==> src/rtl/core/ipf_pkg.sv <==
// shared types and codes for the five-set packet filter
package ipf_pkg;

  localparam int IP_W    = 32;
  localparam int PORT_W  = 16;
  localparam int PROTO_W = 8;
  localparam int KEY_W   = 32;
  localparam int NUM_SETS = 5;

  // input opcode values
  localparam logic [1:0] OPC_CLASSIFY = 2'd0;
  localparam logic [1:0] OPC_INSERT   = 2'd1;
  localparam logic [1:0] OPC_ERASE    = 2'd2;

  // set select values
  localparam logic [2:0] SEL_SRC_IP   = 3'd0;
  localparam logic [2:0] SEL_DST_IP   = 3'd1;
  localparam logic [2:0] SEL_SRC_PORT = 3'd2;
  localparam logic [2:0] SEL_DST_PORT = 3'd3;
  localparam logic [2:0] SEL_PROTO    = 3'd4;

  // one-hot set positions
  localparam int SET_SRC_IP   = 0;
  localparam int SET_DST_IP   = 1;
  localparam int SET_SRC_PORT = 2;
  localparam int SET_DST_PORT = 3;
  localparam int SET_PROTO    = 4;

  localparam logic [PROTO_W-1:0] PROTO_ICMP = 8'd1;
  localparam logic [PROTO_W-1:0] PROTO_TCP  = 8'd6;
  localparam logic [PROTO_W-1:0] PROTO_UDP  = 8'd17;

  localparam logic [1:0] KIND_OTHER = 2'd0;
  localparam logic [1:0] KIND_UDP   = 2'd1;
  localparam logic [1:0] KIND_TCP   = 2'd2;
  localparam logic [1:0] KIND_ICMP  = 2'd3;

  localparam logic STATUS_OK   = 1'b0;
  localparam logic STATUS_FULL = 1'b1;

  localparam int QUEUE_DEPTH = 2;
  localparam int QPTR_W      = $clog2(QUEUE_DEPTH);
  localparam int QCNT_W      = $clog2(QUEUE_DEPTH + 1);

  typedef enum logic [1:0] {
    OP_CLASSIFY,
    OP_INSERT,
    OP_ERASE,
    OP_NONE
  } op_t;

  typedef struct packed {
    logic [1:0]         opcode;
    logic [2:0]         set_select;
    logic [KEY_W-1:0]   key_value;
    logic [IP_W-1:0]    src_address;
    logic [IP_W-1:0]    dst_address;
    logic [PROTO_W-1:0] proto_number;
    logic [PORT_W-1:0]  src_port_num;
    logic [PORT_W-1:0]  dst_port_num;
  } in_word_t;

  typedef struct packed {
    logic       accept;
    logic [1:0] transport_kind;
    logic       status;
  } out_word_t;

  // decoded word handed from front to back
  typedef struct packed {
    op_t                 op;
    logic [NUM_SETS-1:0] sel;
    logic [1:0]          kind;
    logic [KEY_W-1:0]    key_value;
    logic [IP_W-1:0]     src_address;
    logic [IP_W-1:0]     dst_address;
    logic [PROTO_W-1:0]  proto_number;
    logic [PORT_W-1:0]   src_port_num;
    logic [PORT_W-1:0]   dst_port_num;
  } work_t;

endpackage

==> src/rtl/core/ipf_front.sv <==
// front end: accepts input words, decodes them and queues them for the back end
module ipf_front (
  input  logic             clk,
  input  logic             rst_n,
  input  logic             in_push,
  output logic             in_full,
  input  ipf_pkg::in_word_t in_word,
  output logic             work_valid,
  input  logic             work_pop,
  output ipf_pkg::work_t   work
);
  import ipf_pkg::*;

  work_t               q_r [QUEUE_DEPTH];
  logic [QPTR_W-1:0]   wr_ptr_r, wr_ptr_nxt;
  logic [QPTR_W-1:0]   rd_ptr_r, rd_ptr_nxt;
  logic [QCNT_W-1:0]   cnt_r, cnt_nxt;
  logic                push, pop;
  work_t               dec;
  logic [NUM_SETS-1:0] sel_oh;

  always_comb begin
    sel_oh = '0;
    unique case (in_word.set_select)
      SEL_SRC_IP:   sel_oh[SET_SRC_IP]   = 1'b1;
      SEL_DST_IP:   sel_oh[SET_DST_IP]   = 1'b1;
      SEL_SRC_PORT: sel_oh[SET_SRC_PORT] = 1'b1;
      SEL_DST_PORT: sel_oh[SET_DST_PORT] = 1'b1;
      SEL_PROTO:    sel_oh[SET_PROTO]    = 1'b1;
      default:      sel_oh = '0;
    endcase
  end

  always_comb begin
    dec.sel          = sel_oh;
    dec.key_value    = in_word.key_value;
    dec.src_address  = in_word.src_address;
    dec.dst_address  = in_word.dst_address;
    dec.proto_number = in_word.proto_number;
    dec.src_port_num = in_word.src_port_num;
    dec.dst_port_num = in_word.dst_port_num;
    unique case (in_word.opcode)
      OPC_CLASSIFY: dec.op = OP_CLASSIFY;
      OPC_INSERT:   dec.op = (|sel_oh) ? OP_INSERT : OP_NONE;
      OPC_ERASE:    dec.op = (|sel_oh) ? OP_ERASE : OP_NONE;
      default:      dec.op = OP_NONE;
    endcase
    unique case (in_word.proto_number)
      PROTO_UDP:  dec.kind = KIND_UDP;
      PROTO_TCP:  dec.kind = KIND_TCP;
      PROTO_ICMP: dec.kind = KIND_ICMP;
      default:    dec.kind = KIND_OTHER;
    endcase
  end

  assign in_full    = (cnt_r == QCNT_W'(QUEUE_DEPTH));
  assign push       = in_push && !in_full;
  assign work_valid = (cnt_r != '0);
  assign pop        = work_pop && work_valid;
  assign work       = q_r[rd_ptr_r];

  always_comb begin
    wr_ptr_nxt = push ? wr_ptr_r + 1'b1 : wr_ptr_r;
    rd_ptr_nxt = pop ? rd_ptr_r + 1'b1 : rd_ptr_r;
    cnt_nxt    = cnt_r + QCNT_W'(push) - QCNT_W'(pop);
  end

  always_ff @(posedge clk) begin
    if (!rst_n) begin
      wr_ptr_r <= '0;
      rd_ptr_r <= '0;
      cnt_r    <= '0;
    end else begin
      wr_ptr_r <= wr_ptr_nxt;
      rd_ptr_r <= rd_ptr_nxt;
      cnt_r    <= cnt_nxt;
    end
  end

  always_ff @(posedge clk) begin
    if (push) begin
      q_r[wr_ptr_r] <= dec;
    end
  end

  a_cnt_bound: assert property (@(posedge clk) disable iff (!rst_n)
    cnt_r <= QCNT_W'(QUEUE_DEPTH))
    else $error("work queue count beyond depth");

endmodule

==> src/rtl/core/ipf_set.sv <==
// one match set: slot keys, valid bits, parallel lookup, insert and erase
module ipf_set #(
  parameter int SIZE = 16,
  parameter int W    = 32
) (
  input  logic         clk,
  input  logic         rst_n,
  input  logic [W-1:0] key,
  input  logic         do_insert,
  input  logic         do_erase,
  output logic         hit,
  output logic         is_empty,
  output logic         is_full
);

  logic [W-1:0]    key_r [SIZE];
  logic [SIZE-1:0] used_r, used_nxt;
  logic [SIZE-1:0] match;
  logic [SIZE-1:0] free_lo;
  logic            ins_go;

  always_comb begin
    for (int i = 0; i < SIZE; i++) begin
      match[i] = used_r[i] && (key_r[i] == key);
    end
  end

  assign hit      = |match;
  assign is_empty = ~|used_r;
  assign is_full  = &used_r;
  // lowest free slot as a one-hot mask
  assign free_lo  = ~used_r & (used_r + SIZE'(1));
  assign ins_go   = do_insert && !hit && !is_full;

  always_comb begin
    used_nxt = used_r;
    if (ins_go) begin
      used_nxt = used_r | free_lo;
    end else if (do_erase) begin
      used_nxt = used_r & ~match;
    end
  end

  always_ff @(posedge clk) begin
    if (!rst_n) begin
      used_r <= '0;
    end else begin
      used_r <= used_nxt;
    end
  end

  always_ff @(posedge clk) begin
    for (int i = 0; i < SIZE; i++) begin
      if (ins_go && free_lo[i]) begin
        key_r[i] <= key;
      end
    end
  end

  a_ins_grows: assert property (@(posedge clk) disable iff (!rst_n)
    ins_go |=> $countones(used_r) == $countones($past(used_r)) + 1)
    else $error("insert did not take exactly one slot");

  a_erase_hit: assert property (@(posedge clk) disable iff (!rst_n)
    do_erase && !do_insert && hit |=> $countones(used_r) < $countones($past(used_r)))
    else $error("erase of present key left set unchanged");

endmodule

==> src/rtl/core/ipf_back.sv <==
// back end: runs queued words against the five sets and queues results
module ipf_back #(
  parameter int IP_SET_SIZE    = 16,
  parameter int PORT_SET_SIZE  = 16,
  parameter int PROTO_SET_SIZE = 8
) (
  input  logic               clk,
  input  logic               rst_n,
  input  logic               work_valid,
  output logic               work_pop,
  input  ipf_pkg::work_t     work,
  output logic               out_empty,
  input  logic               out_pop,
  output ipf_pkg::out_word_t out_word
);
  import ipf_pkg::*;

  logic [NUM_SETS-1:0] hit, empty, full, ins, ers;
  logic                classify, fire, pop;
  logic                base_ok, ports_ok, no_ports;
  out_word_t           res;
  out_word_t           rq_r [QUEUE_DEPTH];
  logic [QPTR_W-1:0]   wr_ptr_r, wr_ptr_nxt;
  logic [QPTR_W-1:0]   rd_ptr_r, rd_ptr_nxt;
  logic [QCNT_W-1:0]   cnt_r, cnt_nxt;
  logic [IP_W-1:0]     k_sip, k_dip;
  logic [PORT_W-1:0]   k_sp, k_dp;
  logic [PROTO_W-1:0]  k_pr;

  assign fire     = work_valid && (cnt_r != QCNT_W'(QUEUE_DEPTH));
  assign work_pop = fire;
  assign classify = (work.op == OP_CLASSIFY);
  assign ins      = (fire && work.op == OP_INSERT) ? work.sel : '0;
  assign ers      = (fire && work.op == OP_ERASE) ? work.sel : '0;

  // classify probes with header fields, edits with the truncated key
  assign k_sip = classify ? work.src_address  : work.key_value[IP_W-1:0];
  assign k_dip = classify ? work.dst_address  : work.key_value[IP_W-1:0];
  assign k_sp  = classify ? work.src_port_num : work.key_value[PORT_W-1:0];
  assign k_dp  = classify ? work.dst_port_num : work.key_value[PORT_W-1:0];
  assign k_pr  = classify ? work.proto_number : work.key_value[PROTO_W-1:0];

  ipf_set #(.SIZE(IP_SET_SIZE), .W(IP_W)) u_src_ip (
    .clk, .rst_n, .key(k_sip), .do_insert(ins[SET_SRC_IP]), .do_erase(ers[SET_SRC_IP]),
    .hit(hit[SET_SRC_IP]), .is_empty(empty[SET_SRC_IP]), .is_full(full[SET_SRC_IP]));
  ipf_set #(.SIZE(IP_SET_SIZE), .W(IP_W)) u_dst_ip (
    .clk, .rst_n, .key(k_dip), .do_insert(ins[SET_DST_IP]), .do_erase(ers[SET_DST_IP]),
    .hit(hit[SET_DST_IP]), .is_empty(empty[SET_DST_IP]), .is_full(full[SET_DST_IP]));
  ipf_set #(.SIZE(PORT_SET_SIZE), .W(PORT_W)) u_src_port (
    .clk, .rst_n, .key(k_sp), .do_insert(ins[SET_SRC_PORT]),
    .do_erase(ers[SET_SRC_PORT]), .hit(hit[SET_SRC_PORT]),
    .is_empty(empty[SET_SRC_PORT]), .is_full(full[SET_SRC_PORT]));
  ipf_set #(.SIZE(PORT_SET_SIZE), .W(PORT_W)) u_dst_port (
    .clk, .rst_n, .key(k_dp), .do_insert(ins[SET_DST_PORT]),
    .do_erase(ers[SET_DST_PORT]), .hit(hit[SET_DST_PORT]),
    .is_empty(empty[SET_DST_PORT]), .is_full(full[SET_DST_PORT]));
  ipf_set #(.SIZE(PROTO_SET_SIZE), .W(PROTO_W)) u_proto (
    .clk, .rst_n, .key(k_pr), .do_insert(ins[SET_PROTO]), .do_erase(ers[SET_PROTO]),
    .hit(hit[SET_PROTO]), .is_empty(empty[SET_PROTO]), .is_full(full[SET_PROTO]));

  // an empty set matches everything
  assign base_ok  = (empty[SET_SRC_IP] || hit[SET_SRC_IP])
                 && (empty[SET_DST_IP] || hit[SET_DST_IP])
                 && (empty[SET_PROTO] || hit[SET_PROTO]);
  assign ports_ok = (empty[SET_SRC_PORT] || hit[SET_SRC_PORT])
                 && (empty[SET_DST_PORT] || hit[SET_DST_PORT]);
  assign no_ports = empty[SET_SRC_PORT] && empty[SET_DST_PORT];

  always_comb begin
    res = '0;
    unique case (work.op)
      OP_CLASSIFY: begin
        res.transport_kind = work.kind;
        unique case (work.kind)
          KIND_UDP, KIND_TCP: res.accept = base_ok && ports_ok;
          KIND_ICMP:          res.accept = base_ok && no_ports;
          default:            res.accept = 1'b0;
        endcase
      end
      OP_INSERT: begin
        res.status = (|(work.sel & full & ~hit)) ? STATUS_FULL : STATUS_OK;
      end
      default: res = '0;
    endcase
  end

  assign out_empty = (cnt_r == '0);
  assign pop       = out_pop && !out_empty;
  assign out_word  = rq_r[rd_ptr_r];

  always_comb begin
    wr_ptr_nxt = fire ? wr_ptr_r + 1'b1 : wr_ptr_r;
    rd_ptr_nxt = pop ? rd_ptr_r + 1'b1 : rd_ptr_r;
    cnt_nxt    = cnt_r + QCNT_W'(fire) - QCNT_W'(pop);
  end

  always_ff @(posedge clk) begin
    if (!rst_n) begin
      wr_ptr_r <= '0;
      rd_ptr_r <= '0;
      cnt_r    <= '0;
    end else begin
      wr_ptr_r <= wr_ptr_nxt;
      rd_ptr_r <= rd_ptr_nxt;
      cnt_r    <= cnt_nxt;
    end
  end

  always_ff @(posedge clk) begin
    if (fire) begin
      rq_r[wr_ptr_r] <= res;
    end
  end

  a_no_fire_full: assert property (@(posedge clk) disable iff (!rst_n)
    cnt_r == QCNT_W'(QUEUE_DEPTH) |-> !fire)
    else $error("result written into full result queue");

  a_edit_quiet: assert property (@(posedge clk) disable iff (!rst_n)
    fire && !classify |-> !res.accept && res.transport_kind == KIND_OTHER)
    else $error("set edit produced classify fields");

endmodule

==> src/rtl/core/ip_five_set_packet_filter.sv <==
// top level of the five-set packet filter
//
//  channel | direction | handshake          | word
//  in_     | input     | in_push / in_full   | ipf_pkg::in_word_t
//  out_    | output    | out_pop / out_empty | ipf_pkg::out_word_t
//
// sustains one word per cycle while the result queue has room: the back end runs a word
// against all set slots in parallel compares.
// a word is registered in the work queue, its result in the result queue, before a pop.
// reset clears all slot valid bits and both two-entry queues; slot keys are not reset.
// in_full rises when the two-entry work queue holds two words; the back end
// stalls only while the two-entry result queue is full.
module ip_five_set_packet_filter #(
  parameter int IP_SET_SIZE    = 16,
  parameter int PORT_SET_SIZE  = 16,
  parameter int PROTO_SET_SIZE = 8
) (
  input  logic               clk,
  input  logic               rst_n,
  input  logic               in_push,
  output logic               in_full,
  input  ipf_pkg::in_word_t  in_word,
  output logic               out_empty,
  input  logic               out_pop,
  output ipf_pkg::out_word_t out_word
);
  import ipf_pkg::*;

  work_t work;
  logic  work_valid;
  logic  work_pop;

  ipf_front u_front (
    .clk, .rst_n, .in_push, .in_full, .in_word,
    .work_valid, .work_pop, .work
  );

  ipf_back #(
    .IP_SET_SIZE(IP_SET_SIZE),
    .PORT_SET_SIZE(PORT_SET_SIZE),
    .PROTO_SET_SIZE(PROTO_SET_SIZE)
  ) u_back (
    .clk, .rst_n, .work_valid, .work_pop, .work,
    .out_empty, .out_pop, .out_word
  );

endmodule
==> config.mk <==
export PLATFORM = sky130hd
export DESIGN_NAME = ip_five_set_packet_filter
export DESIGN_NICKNAME = d
export VERILOG_FILES = /design/src/rtl/core/ipf_pkg.sv /design/src/rtl/core/ipf_front.sv /design/src/rtl/core/ipf_set.sv /design/src/rtl/core/ipf_back.sv /design/src/rtl/core/ip_five_set_packet_filter.sv
export SDC_FILE = /design/constraint.sdc
export NUM_CORES = 2
export LEC_CHECK = 0
export BUFFER_PORTS_ARGS = -buffer_cell sky130_fd_sc_hd__buf_2
export CORE_MARGIN = 3
export CORE_UTILIZATION = 55
export DETAILED_ROUTE_END_ITERATION = 12
export GPL_TIMING_DRIVEN = 0
export PLACE_DENSITY = 0.71
export SLEW_MARGIN = 20
export SYNTH_ARGS = -nofsm -noshare
export SYNTH_HDL_FRONTEND = slang
export SYNTH_HIERARCHICAL = 1
export SYNTH_SLANG_ARGS = --single-unit
==> constraint.sdc <==
create_clock -name clk -period 9.5 [get_ports clk]
set_input_delay 0.475 -clock clk [delete_from_list [all_inputs] [get_ports clk]]
set_output_delay 0.475 -clock clk [all_outputs]
set_load 0.05 [all_outputs]
# Word level (Yosys, flattened, before mapping)
# Memory sizes are Yosys's and may differ from the RTL's. A register that Yosys moved wholly into a read port is not among the register bits.
# Index checks and enable logic that the tools add are counted.
dict set report totals {
  reg_bits 80
  ram_bits 1898
  output_inout_bits 6
  mem_count 7
}
# memory words word_bits rd rd_clocked_by_memory_dff write_ports line
set memory_table {}
lappend memory_table {u_back.u_dst_ip.key_r 16 32 16 0 1 ipf_set.sv:16} ;# logic [W-1:0] key_r [SIZE];
lappend memory_table {u_back.u_src_ip.key_r 16 32 16 0 1 ipf_set.sv:16}
lappend memory_table {u_front.q_r 2 145 1 1 1 ipf_front.sv:14} ;# work_t q_r [QUEUE_DEPTH];
lappend memory_table {u_back.u_dst_port.key_r 16 16 16 0 1 ipf_set.sv:16}
lappend memory_table {u_back.u_src_port.key_r 16 16 16 0 1 ipf_set.sv:16}
lappend memory_table {u_back.u_proto.key_r 8 8 8 0 1 ipf_set.sv:16}
lappend memory_table {{1 more memories} -- -- -- -- -- --}
dict set report classes {
  n_addsub 13
  eq_ne 88
  mux 383
  n_bitwise 28
  n_reduce_logical 283
}
# cell count
set op_table {}
lappend op_table {{$eq A32 B32 Y1} 32}
lappend op_table {{$mux W32} 32}
lappend op_table {{$reduce_or A32 Y1} 30}
lappend op_table {{$mux W16} 40}
lappend op_table {{$reduce_or A16 Y1} 38}
lappend op_table {{$eq A16 B16 Y1} 32}
lappend op_table {{$mux W4} 60}
lappend op_table {{$mux W1} 227}
lappend op_table {{$logic_and A1 B1 Y1} 166}
lappend op_table {{$and A16 B16 Y16} 8}
lappend op_table {{$not A16 Y16} 8}
lappend op_table {{$mux W8} 10}
lappend op_table {{$reduce_or A8 Y1} 9}
lappend op_table {{$add A16 B1 Y16 const B} 4}
lappend op_table {{$eq A8 B8 Y1} 8}
lappend op_table {{$or A16 B16 Y16} 4}
lappend op_table {{$reduce_and A16 Y1} 4}
lappend op_table {{$mux W3} 8}
lappend op_table {{$logic_not A1 Y1} 17}
lappend op_table {{$and A8 B8 Y8} 2}
lappend op_table {{$not A8 Y8} 2}
lappend op_table {{$pmux W2 S3} 2}
lappend op_table {{$reduce_bool A2 Y1} 6}
lappend op_table {{$and A5 B5 Y5} 2}
lappend op_table {{other kinds (24)} 44}

# Logic depth before layout (Yosys ltp)
dict set report depth {
  ltp_word 27
  depth_mapped 20
  ltp_nobuf 14
}

# By module
# Netlist, hierarchy kept.
# module instances cells_each area_each_um2 seq_area_each_um2
set modules_own_cells {}
lappend modules_own_cells {{ipf_set (u_back.u_dst_ip ...)} 2 1412 22905.7 15695.1}
lappend modules_own_cells {{ipf_set (u_back.u_dst_port ...)} 2 770 12031.5 8007.7}
lappend modules_own_cells {ipf_front 1 493 10988.0 8808.4}
lappend modules_own_cells {{ipf_set (u_back.u_proto)} 1 227 3200.6 2082.0}
lappend modules_own_cells {ipf_back 1 253 1725.4 340.3}

# Worst setup path after synthesis
# No wires, ideal clock.
dict set report synth_timing {
  path_kind {register -> register}
  start {register (tool-made name)}
  end {memory u_back.u_dst_ip.key_r[14][0] (netlist: u_back/u_dst_ip/key_r[1][192]), enable pin}
  setup_time_ns 0.502
  t_arrival_ns 6.770
  path_slack_ns 2.228
  path_stages_with_launch 21
  n_path_buf 8
  cell_sequence {dfxtp_1 -> buf_6 -> buf_2 -> mux2_2 -> nor2_1 -> buf_2 -> buf_2 -> nand2_1 -> nand2_1 -> buf_4 -> buf_8 -> xor2_1 -> nor4_1 -> nand4_1 -> nor2_1 -> a2111o_1 -> and4bb_1 -> buf_6 -> nand2_4 -> buf_2 -> nor4_1}
}
# item line
set synth_rtl {}
lappend synth_rtl {{to (decl)} ipf_set.sv:16}

==> results <==
- The worst slew slack as a fraction of its limit is 0.178.
- The final HPWL from detailed placement is about 150000 microns.
- The path class of the tightest hold or removal check is in2reg.
- For this design the static power due to leakage is about 33 nW.
- The number of cells on the worst hold path is 3.
- The CTS tree is yes.
- The number of endpoints with negative hold slack in the final report is 0.
- After layout, the design draws a total of about 0.031 W.
- The later-pin clock latency in the skew report is 820 ps.
- The critical path class is reg2reg.
- In this run the worst path has a maximum fanout of 17.
- Counting distinct cell types in the post-synthesis netlist gives 76.
- The cell type with the largest total area after synthesis is edfxtp_1.
- The DRC violation total after the first TritonRoute iteration is 5218.
- The number of nets in the layout is 6128.
- Across the routed clock network, the largest skew measured is approximately 44 ps.
- Setup violations remaining at the end of the flow were counted as 0.
- A synthesized cell averages ~16 sq um.
- The final critical path time including I/O delays and setup is approximately 8600 ps.
- The total vias in the final route is slightly below 50000.
- The width of the die is ~400 microns.
- Setup repair after global routing left no endpoint under its margin.
- The CTS buffer count is 200.
- CTS saw 1980 sinks.
- The post-route clock period utilization is 0.907.
- The die covers between 150000 and 200000 sq um.
- The I/O pin count is between 150 and 200.
- After clock tree synthesis, the clock-pin slew on the worst setup and hold paths is approximately 60 ps.
- Dividing the detail-routed wire length by the instance count gives between 20 and 30 microns.
- The ratio of total power to cell area is roughly 320 nW/um^2.
- Synthesis produced a netlist whose cell count is between 5000 and 6000.
- The endpoint identified for the worst register-to-register timing path is u_back/u_dst_ip/key_r[0][190].
- The proportion of synthesized chip area in sequential cells is 0.683.
- For this run, the total global-route usage over all layers was measured as 0.279.
- The final non-filler cell area is just under 100000 sq um.
- The number of gates resized after CTS was 0.
- Counting along the longest clock path gives a buffer depth of 3.
- Entering global routing, the biggest net connects 53 pins.
- The initial antenna violation count came to 27.
- The worst setup path is launched from a flip-flop.
- Of the total power, the clock network draws 0.253.
- The number of enable flip-flop cells after synthesis is between 1500 and 2000.
- The number of flip-flops and latches in the synthesized netlist is 1980.
- Summed over all nets, the switching power comes to roughly 0.011 W.
- The via count of the first global-routing pass is between 40000 and 50000.
- The net count after synthesis is between 5000 and 6000.
- Hold is met by 75.6 ps.
- VDD sags by at most between 0.0003 and 0.0004 V.
- The critical path data arrival time is ~9100 ps.
- The endpoint of the most critical setup path is u_back/u_dst_ip/key_r[0][190].
- The max-cap check violation count is 0.
- The number of cells on the worst reg-to-reg path is 24.
- The number of placement rows is 144.
- Summed over all layers, the routed wires come to around 230000 microns.
- The number of warnings reported in the yosys synthesis log is 6.
- The share of total power dissipated in sequential elements is 0.361.
- The count of pins over their slew limit is 0.
- The transition time of the tightest slew-check pin is approximately 1200 ps.
- The fmax is about 120 MHz.
- The count of buffers from port buffering is 150.
- Relative to the synthesized area, the layout overhead comes to 15.6%.
- Across all register-to-register paths, the minimum setup slack is 880 ps.
- The commonest register cell after synthesis is edfxtp_1.
- The detail route stage leaves a number of antenna-violating nets equal to 0.
- The master cell of the clock root buffer is clkbuf_16.
- Summing all placed instances gives a cell area of about 91000 sq um.
- The fraction of post-synthesis cell area in the top cell type by area is 0.664.
- The clock tree synthesis step divided the H-tree into 4 levels.
- For the worst setup path, the data required time is between 10000 and 15000 ps.
- The net switching fraction of the power is 0.359.
- The wire length of the first global-routing pass is between 300000 and 400000 microns.
- The die span in y is roughly 400 microns.
- The worst setup path is captured at a flip-flop.
- For this run, design rule violations remaining after detail routing come to 0.
- For this run, asynchronously set or reset flops after synthesis account for 0.
- The fraction of layout instances using a drive strength above 1 is 0.180.
- Using the TritonRoute via totals, the vias-per-cell ratio works out to approximately 6.
- The effective utilization at floorplan is 0.555.
- The congestion estimate from routability-driven global placement came to 0.917.
- The leftover overflow at the end of global routing is 0.
- The core region area is ~150000 sq um.
- After synthesis, the cell types taking the most area are edfxtp_1 66%, xor2_1 9.0%, xnor2_1 7.4%.
- Of the total power, combinational logic draws 0.386.
- Internal power comes to just over 0.02 W.
- The run finished with clean final reports.
- Before antenna repair, the detailed router went through 6 iterations.
- In this run the cell area of the synthesized design comes to roughly 86000 sq um.
-- Yosys cell counts, drive strengths merged, types with 14 or more instances --
cell type,instances
nor2,79
mux2,149
and3,21
clkbuf,31
xor2,882
nand2,162
a221oi,14
nor3,63
a311oi,23
nand4,250
xnor2,722
a22oi,16
and2,43
nor4,306
nand3,38
buf,241
inv,52
dfxtp,82
a21oi,49
a31oi,18
edfxtp,1898
a21o,74
o32ai,16
-- registers in the layout, summed over array words and instances (netlist names), 2 cells and up, named ones only --
name,count
u_back/u_dst_port/used_r,16
u_back/u_src_port/used_r,16
u_back/u_proto/key_r,64
u_front/cnt_r,2
u_back/u_dst_ip/key_r,512
u_back/u_dst_ip/used_r,16
u_back/u_src_ip/key_r,512
u_back/u_src_ip/used_r,16
u_back/u_src_port/key_r,256
u_back/u_proto/used_r,8
u_back/rq_r,8
u_front/q_r,290
u_back/cnt_r,2
u_back/u_dst_port/key_r,256
-- area by class of cell --
| cell class | count | area (sq um) |
|---|---|---|
| flip-flops and latches | 1980 | 58600 |
| fillers | 10878 | 55400 |
| multi-input cells | 3033 | 24400 |
| clock buffers | 265 | 5440 |
| repair buffers | 440 | 3620 |
| plain buffers | 272 | 3050 |
| well taps | 2044 | 2560 |
| clock inverters | 107 | 1290 |
| inverters | 52 | 195 |
| diodes | 16 | 40.0 |
-- how the worst min path moves through the flow --
stage / start / to / slack [ps]
3_5_place_dp: u_back/u_dst_ip/used_r[15] / u_back/u_dst_ip/used_r[15] / 500
5_1_grt: in_push / u_front/wr_ptr_r / 60
3_3_place_gp: u_front/wr_ptr_r / u_front/wr_ptr_r / 470
4_1_cts: in_push / u_front/wr_ptr_r / 10
6_report: in_push / u_front/wr_ptr_r / 80
2_1_floorplan: u_front/wr_ptr_r / u_front/wr_ptr_r / 450
-- layer usage --
layer,vias up,share of wire,global-route usage,wire [microns]
met4,12,0.025,0.0714,5590
li1,21153,-,-,-
met3,326,0.091,0.0600,20700
met1,24851,0.41,0.393,93800
met5,-,0.00036,0,82
met2,2211,0.47,0.446,107000
-- what timing repair did --
action | in CTS | in global routing
hold endpoints to repair | 282 | 0
buffers inserted | 0 | 0
hold buffers | 141 | 0
-- through the flow --
| step | worst slack, ps | utilization | setup TNS [ps] | std cells |
|---|---|---|---|---|
| 2_1_floorplan | 2230 | - | 0 | 5337 |
| 3_3_place_gp | -2600 | 0.576 | -1176490 | 7531 |
| 3_5_place_dp | 1010 | 0.589 | 0 | 7680 |
| 4_1_cts | 1020 | 0.641 | 0 | 8193 |
| 5_1_grt | 476 | 0.642 | 0 | 8200 |
| 6_report | 884 | 0.642 | 0 | 8209 |
-- cells in the final DEF (no fill, tap or decap), types with 78 or more instances in the layout --
cell type         n
xnor2_1         722
dlygate4sd3_1   141
buf_2           213
xor2_1          880
dfxtp_1          82
nand2_1         150
edfxtp_1       1898
mux2_2           99
clkbuf_16       201
buf_6           139
nand4_1         247
clkbuf_1         78
buf_4            89
nor4_1          275
-- power by group through the flow --
stage                     Combinational, W  Clock [W]  Sequential, W
after detailed placement            0.0120          0         0.0115
after CTS                           0.0121    0.00807         0.0113
after global placement              0.0117          0         0.0116
final                               0.0121    0.00796         0.0113
after global routing                0.0128    0.00842         0.0114
after floorplan                    0.00785          0         0.0115
-- worst max-delay path: stages, from the launching register on --
cell,delay [ps]
dfxtp_1,320
buf_6,160
buf_2,480
mux2_2,370
or2_4,220
clkbuf_1,830
buf_2,360
nand2_1,260
nand2_1,890
buf_4,380
buf_6,260
xnor2_1,100
nand4_1,210
nor4_1,220
and2_4,200
a2111oi_0,720
and4bb_1,310
buf_6,150
nand2_4,100
buf_2,250
nor4_2,540
buf_4,270
buf_4,160
buf_2,210
buf_2,240
-- cell families after synthesis --
kind of cell	Yosys count	synth area share
AO/OA/AOI/OAI	263	0.0238
XOR/XNOR	1604	0.164
adder cells (fa/ha/maj)	4	0.000583
buffers and inverters	324	0.0378
flip-flops	1980	0.683
multiplexers	150	0.0219
AND/OR/NAND/NOR	1012	0.0685
Note: power is estimated with default switching activity, not from simulation.
